<file path="config.mk">
export PLATFORM = sky130hd
export DESIGN_NAME = lzssd_out_reg_flat
export DESIGN_NICKNAME = d
export VERILOG_FILES = /design/src/lzssd_pkg.sv /design/src/lzssd_ifs.sv /design/src/lzssd_out_reg.sv /design/src/flat_wrapper.sv
export SDC_FILE = /design/constraint.sdc
export NUM_CORES = 1
export LEC_CHECK = 0
export BUFFER_PORTS_ARGS = -buffer_cell sky130_fd_sc_hd__buf_4
export CAP_MARGIN = 10
export CELL_PAD_IN_SITES_DETAIL_PLACEMENT = 1
export CELL_PAD_IN_SITES_GLOBAL_PLACEMENT = 1
export CORE_UTILIZATION = 30
export DETAILED_ROUTE_END_ITERATION = 12
export PLACE_DENSITY = 0.83
export SLEW_MARGIN = 20
export SYNTH_ARGS = -nofsm -noshare
export SYNTH_HDL_FRONTEND = slang
export SYNTH_SLANG_ARGS = --single-unit
</file>
<file path="constraint.sdc">
create_clock -name clock -period 1 [get_ports clock]
set_input_delay 0.05 -clock clock [delete_from_list [all_inputs] [get_ports clock]]
set_output_delay 0.05 -clock clock [all_outputs]
set_load 0.005 [all_outputs]
</file>
<file path="src/lzssd_pkg.sv">
// constants, codes and beat types of the lzss flag-byte decompressor
// no dependencies
package lzssd_pkg;

   localparam int HIST_DEPTH = 4096;
   localparam int HIST_AW    = $clog2(HIST_DEPTH);
   localparam int IDX_W      = HIST_AW + 1;
   localparam int PROD_W     = $clog2(HIST_DEPTH + 1);
   localparam int MAX_BURST  = 64;
   localparam int BURST_W    = $clog2(MAX_BURST + 1);
   localparam int REM_W      = 24;
   localparam int LEVEL_W    = 5;
   localparam int MAX_LEVEL  = 16;
   localparam int COPY_W     = 17;
   localparam int TOKEN_W    = 16;

   localparam logic [7:0] FLAG_TOP = 8'h80;

   typedef enum logic [2:0] {
      PH_SIZE0 = 3'd0,
      PH_SIZE1 = 3'd1,
      PH_SIZE2 = 3'd2,
      PH_LEVEL = 3'd3,
      PH_FLAG  = 3'd4,
      PH_TOKEN = 3'd5
   } phase_type;

   typedef enum logic [2:0] {
      ST_IDLE = 3'b001,
      ST_READ = 3'b010,
      ST_EMIT = 3'b100
   } state_type;

   typedef struct packed {
      logic [7:0] out_byte;
      logic       burst_last;
      logic       copy_pending;
      logic       stream_done;
      logic       error;
   } rsp_beat_type;

endpackage

</file>
<file path="src/lzssd_ifs.sv">


interface lzssd_rsp_if;
   logic       valid;
   logic       ready;
   logic [7:0] out_byte;
   logic       burst_last;
   logic       copy_pending;
   logic       stream_done;
   logic       error;

   modport source (output valid, output out_byte, output burst_last, output copy_pending,
                   output stream_done, output error, input ready);
   modport sink   (input valid, input out_byte, input burst_last, input copy_pending,
                   input stream_done, input error, output ready);
endinterface

</file>
<file path="src/lzssd_out_reg.sv">
// response output register: holds one beat until the sink takes it
// uses lzssd_pkg (beat type) and lzssd_rsp_if
module lzssd_out_reg
   import lzssd_pkg::*;
(
   input  logic          clock,
   input  logic          reset,
   input  logic          load,
   input  rsp_beat_type  beat_in,
   output logic          can_load,
   lzssd_rsp_if.source   rsp_ch
);

   logic         valid_ff;
   logic         valid_in;
   rsp_beat_type beat_ff;

   assign can_load = !valid_ff || rsp_ch.ready;

   always_comb begin
      valid_in = valid_ff;
      if (load) begin
         valid_in = 1'b1;
      end else if (rsp_ch.ready) begin
         valid_in = 1'b0;
      end
   end

   always_ff @(posedge clock) begin
      if (reset) begin
         valid_ff <= 1'b0;
      end else begin
         valid_ff <= valid_in;
      end
   end

   always_ff @(posedge clock) begin
      if (load) begin
         beat_ff <= beat_in;
      end
   end

   assign rsp_ch.valid        = valid_ff;
   assign rsp_ch.out_byte     = beat_ff.out_byte;
   assign rsp_ch.burst_last   = beat_ff.burst_last;
   assign rsp_ch.copy_pending = beat_ff.copy_pending;
   assign rsp_ch.stream_done  = beat_ff.stream_done;
   assign rsp_ch.error        = beat_ff.error;

endmodule

</file>
<file path="src/flat_wrapper.sv">
// flat-port wrapper written by rule: the top's interface ports become plain ports
module lzssd_out_reg_flat import lzssd_pkg::*;
  (clock, reset, load, beat_in, can_load, rsp_ch_valid, rsp_ch_out_byte, rsp_ch_burst_last, rsp_ch_copy_pending, rsp_ch_stream_done, rsp_ch_error, rsp_ch_ready);
  lzssd_rsp_if rsp_ch_i ();
  input  logic clock;
  input  logic reset;
  input  logic load;
  input  rsp_beat_type beat_in;
  output logic can_load;
  output wire logic [$bits(rsp_ch_i.valid)-1:0] rsp_ch_valid;
  output wire logic [$bits(rsp_ch_i.out_byte)-1:0] rsp_ch_out_byte;
  output wire logic [$bits(rsp_ch_i.burst_last)-1:0] rsp_ch_burst_last;
  output wire logic [$bits(rsp_ch_i.copy_pending)-1:0] rsp_ch_copy_pending;
  output wire logic [$bits(rsp_ch_i.stream_done)-1:0] rsp_ch_stream_done;
  output wire logic [$bits(rsp_ch_i.error)-1:0] rsp_ch_error;
  input wire logic [$bits(rsp_ch_i.ready)-1:0] rsp_ch_ready;
  assign rsp_ch_valid = rsp_ch_i.valid;
  assign rsp_ch_out_byte = rsp_ch_i.out_byte;
  assign rsp_ch_burst_last = rsp_ch_i.burst_last;
  assign rsp_ch_copy_pending = rsp_ch_i.copy_pending;
  assign rsp_ch_stream_done = rsp_ch_i.stream_done;
  assign rsp_ch_error = rsp_ch_i.error;
  assign rsp_ch_i.ready = rsp_ch_ready;
  lzssd_out_reg u_core (.clock(clock), .reset(reset), .load(load), .beat_in(beat_in), .can_load(can_load), .rsp_ch(rsp_ch_i));
endmodule
</file>
==> impl_metrics.py <==
metrics = {
    "global_routing": {
        "global_route.overflow_total": 0,
        "initial_antenna_violation_count": 0,
        "number_of_global_route_vias_before_repair": 351,
        "grt_first_pass_wirelength_um": 1700,
        "track_usage_pct": 18.6,
        "grt_max_degree": 14,
    },
    "sta": {
        "finClkSkew_ns": 0,
        "setup-violations-final": 0,
        "report.final.slew_viol_count": 0,
        "fin_tns_setup_ns": 0,
        "layout_min_cycle_time_ns": 0.929,
        "timing_worst_slew_pin_value_ns": 0.165,
        "finalCritPeriodShare_pct": 92.9,
        "finalHoldViolations": 0,
        "final.setup.worst_slack_ns": 0.0711,
        "grt_setup_unrepaired": "no",
        "fmaxAchievable_ghz": 1.08,
        "maxSlewHeadroom_pct": 89.0,
    },
    "final_layout": {
        "fillers": 109,
        "post-route-util_pct": 67.4,
        "multi_input_comb_area_um2": 22.5,
        "register_area_um2": 380,
        "antenna_cells": 0,
        "drive_gt1_share_pct": 56.5,
        "stdcell_area_um2": 800,
        "area_delta_synth_final_pct": 96.6,
        "num-nets-final": 79,
    },
    "place": {
        "finalWeightedCongestion": 0.615,
        "port-buffer-count": 29,
        "placedInstanceArea_um2": 642,
        "dp_hpwl_um": 634,
        "dp_worst_setup_slack_ns": 0.375,
    },
    "worst_setup_path": {
        "cp.arrival_ns": 0.88,
        "critical_path.endpoint_type": "output pin",
        "crit_path_top_delay_cell": "dfxtp_1",
        "crit_start": "u_core.rsp_ch.valid",
        "cell_type_group_with_the_largest_total_delay_on_the_critical_path": "flip-flops",
        "worst_ep_required_time_ns": 0.95,
        "worst-setup-path-type": "reg -> out",
        "start_kind": "flip-flop",
        "reg2reg_from": "u_core.rsp_ch.valid",
        "cpPeakStageDelay_ns": 0.40,
        "crit_chain": "nand2b_4, buf_4",
        "maximum_fanout_encountered_on_the_critical_timing_path": 2,
        "crit_buf_inv": 1,
    },
    "clock_tree": {
        "ctsHtreeMaxLevel": 1,
        "tritoncts_num_sinks": 13,
        "ctsResizeCount": 0,
        "tritoncts": "done",
        "cts.clk_slew.worst_paths_ns": 0.08,
        "clk_lat_worst_skew_ns": 0.27,
        "max-clock-path-buffers": 2,
        "cts_post_setup_buffers_inserted": 0,
        "clock_tree.root_cell": "clkbuf_4",
        "cts_buffers": 3,
    },
    "detailed_routing": {
        "finalWirelength_um": 1170,
        "dr.pass1.iters": 3,
        "drt_first_iter_violations": 5,
        "drcViolationCount": 0,
        "wl_met1_um": 483,
        "via_per_inst": 4.32,
        "met2RoutedLength_um": 573,
        "topmost_layer_with_routed_signal_wires": "met4",
        "detail-route-antenna-nets": 0,
        "dr_total_vias": 328,
        "dr_wl_met3_um": 106,
        "detail_route.wl_per_cell_um": 15.4,
    },
    "synthesis": {
        "ys_top_cells_by_area": "edfxtp_1, dfxtp_1, nand2b_4, a21oi_2, inv_1",
        "yosysTopAreaCellShare_pct": 88.6,
        "synth_fp_nets": 32,
        "syn_area_per_cell_um2": 25.4,
        "synth_top_area_cell": "edfxtp_1",
        "mappedNetlistArea_um2": 407,
        "ys_seq_area_share_pct": 93.5,
        "netlist-cell-type-count": 5,
        "ys_warn_count": 0,
        "syn-instance-count": 16,
        "yosys_register_bits": 13,
    },
    "floorplan": {
        "floorplan.initialDensity_pct": 34.3,
        "pin_count": 30,
        "dieWidth_um": 38.8,
        "fp.dieH_um": 38.8,
        "std_cell_rows": 12,
        "core_area_mm2": 0.00119,
        "fp.dieArea_mm2": 0.00151,
    },
    "power_and_ir_drop": {
        "power_leakage_uw": 0.000351,
        "worst_ir_drop_vdd_mv": 0.949,
        "power_per_cell_area_mw_per_mm2": 1440,
    },
    "flow_run": {
        "max_cap_viol_count": 0,
    },
    "min_path": {
        "hold_path_startpoint": "rsp_ch_ready",
        "worstHoldPathType": "in -> reg",
    },
    "run_status": {
        "outcome": "completed",
    },
}
-- final timing paths --
check / end / slack, ns / cells after the start
setup / recovery: can_load / 0.07 / 2
hold / removal: u_core.rsp_ch.valid / 0.06 / 3
setup reg to reg: u_core.rsp_ch.valid / 0.33 / 2
hold reg to reg: u_core.rsp_ch.valid / 0.53 / 2
-- sequential cells by signal (all words and copies together), names as in the netlist --
register and count:
u_core.rsp_ch.out_byte 8, u_core.rsp_ch.valid 1, u_core.rsp_ch.stream_done 1, u_core.rsp_ch.copy_pending 1
u_core.rsp_ch.burst_last 1, u_core.rsp_ch.error 1
-- stage by stage --
step	instances	hold WS, ns	total power, µW
2_1_floorplan	16	0.112	678
3_3_place_gp	59	0.205	791
3_5_place_dp	59	0.209	799
4_1_cts	76	0.0519	1150
5_1_grt	76	0.0564	1200
6_report	76	0.0644	1150
-- repair_timing --
item	4_1_cts	5_1_grt
hold endpoints to repair	13	0
hold buffers	13	0
endpoints found under the setup margin	0	0
-- cells by family (layout without fill, tap and decap cells) --
logic type / count (synthesis) / count (layout) / synth area share (%)
buf+inv: 1 / 47 / 0.922
simple gates: 1 / 1 / 3.38
flops: 13 / 13 / 93.5
compound gates: 1 / 1 / 2.15
-- power by group --
group / internal, µW / switching [µW]
Sequential: 640 / 16.5
Clock: 148 / 171
Combinational: 123 / 53.8
Total: 910 / 242
-- cell type report --
type | count | share of cell area [%]
multi-input combinational | 2 | 2.82
timing repair buffer | 42 | 43.5
clock buffer | 3 | 2.82
sequential | 13 | 47.6
inverter | 1 | 0.469
clock inverter | 1 | 0.626
tap | 14 | 2.19
-- routing by layer --
metal | up-vias | GRT usage, %
li1 | 155 | -
met1 | 147 | 22.5
met2 | 24 | 30.0
met3 | 2 | 4.62
met4 | 0 | 10.3
met5 | - | 0
-- Yosys cell counts (all sizes together) --
cell type	number
inv	1
dfxtp	1
edfxtp	12
nand2b	1
a21oi	1
-- tightest hold or removal path, cell delays in order --
cell and delay, ns:
buf_4 0.08, nand2b_4 0.12, a21oi_2 0.05
-- cell usage in the layout (no fill, tap or decap) --
master,synthesis,layout
buf_4,0,29
dlygate4sd3_1,0,13
edfxtp_1,12,12
clkbuf_4,0,3
inv_1,1,1
nand2b_4,1,1
a21oi_2,1,1
clkinv_2,0,1
dfxtp_1,1,1
(Power assumes the default switching activity.)
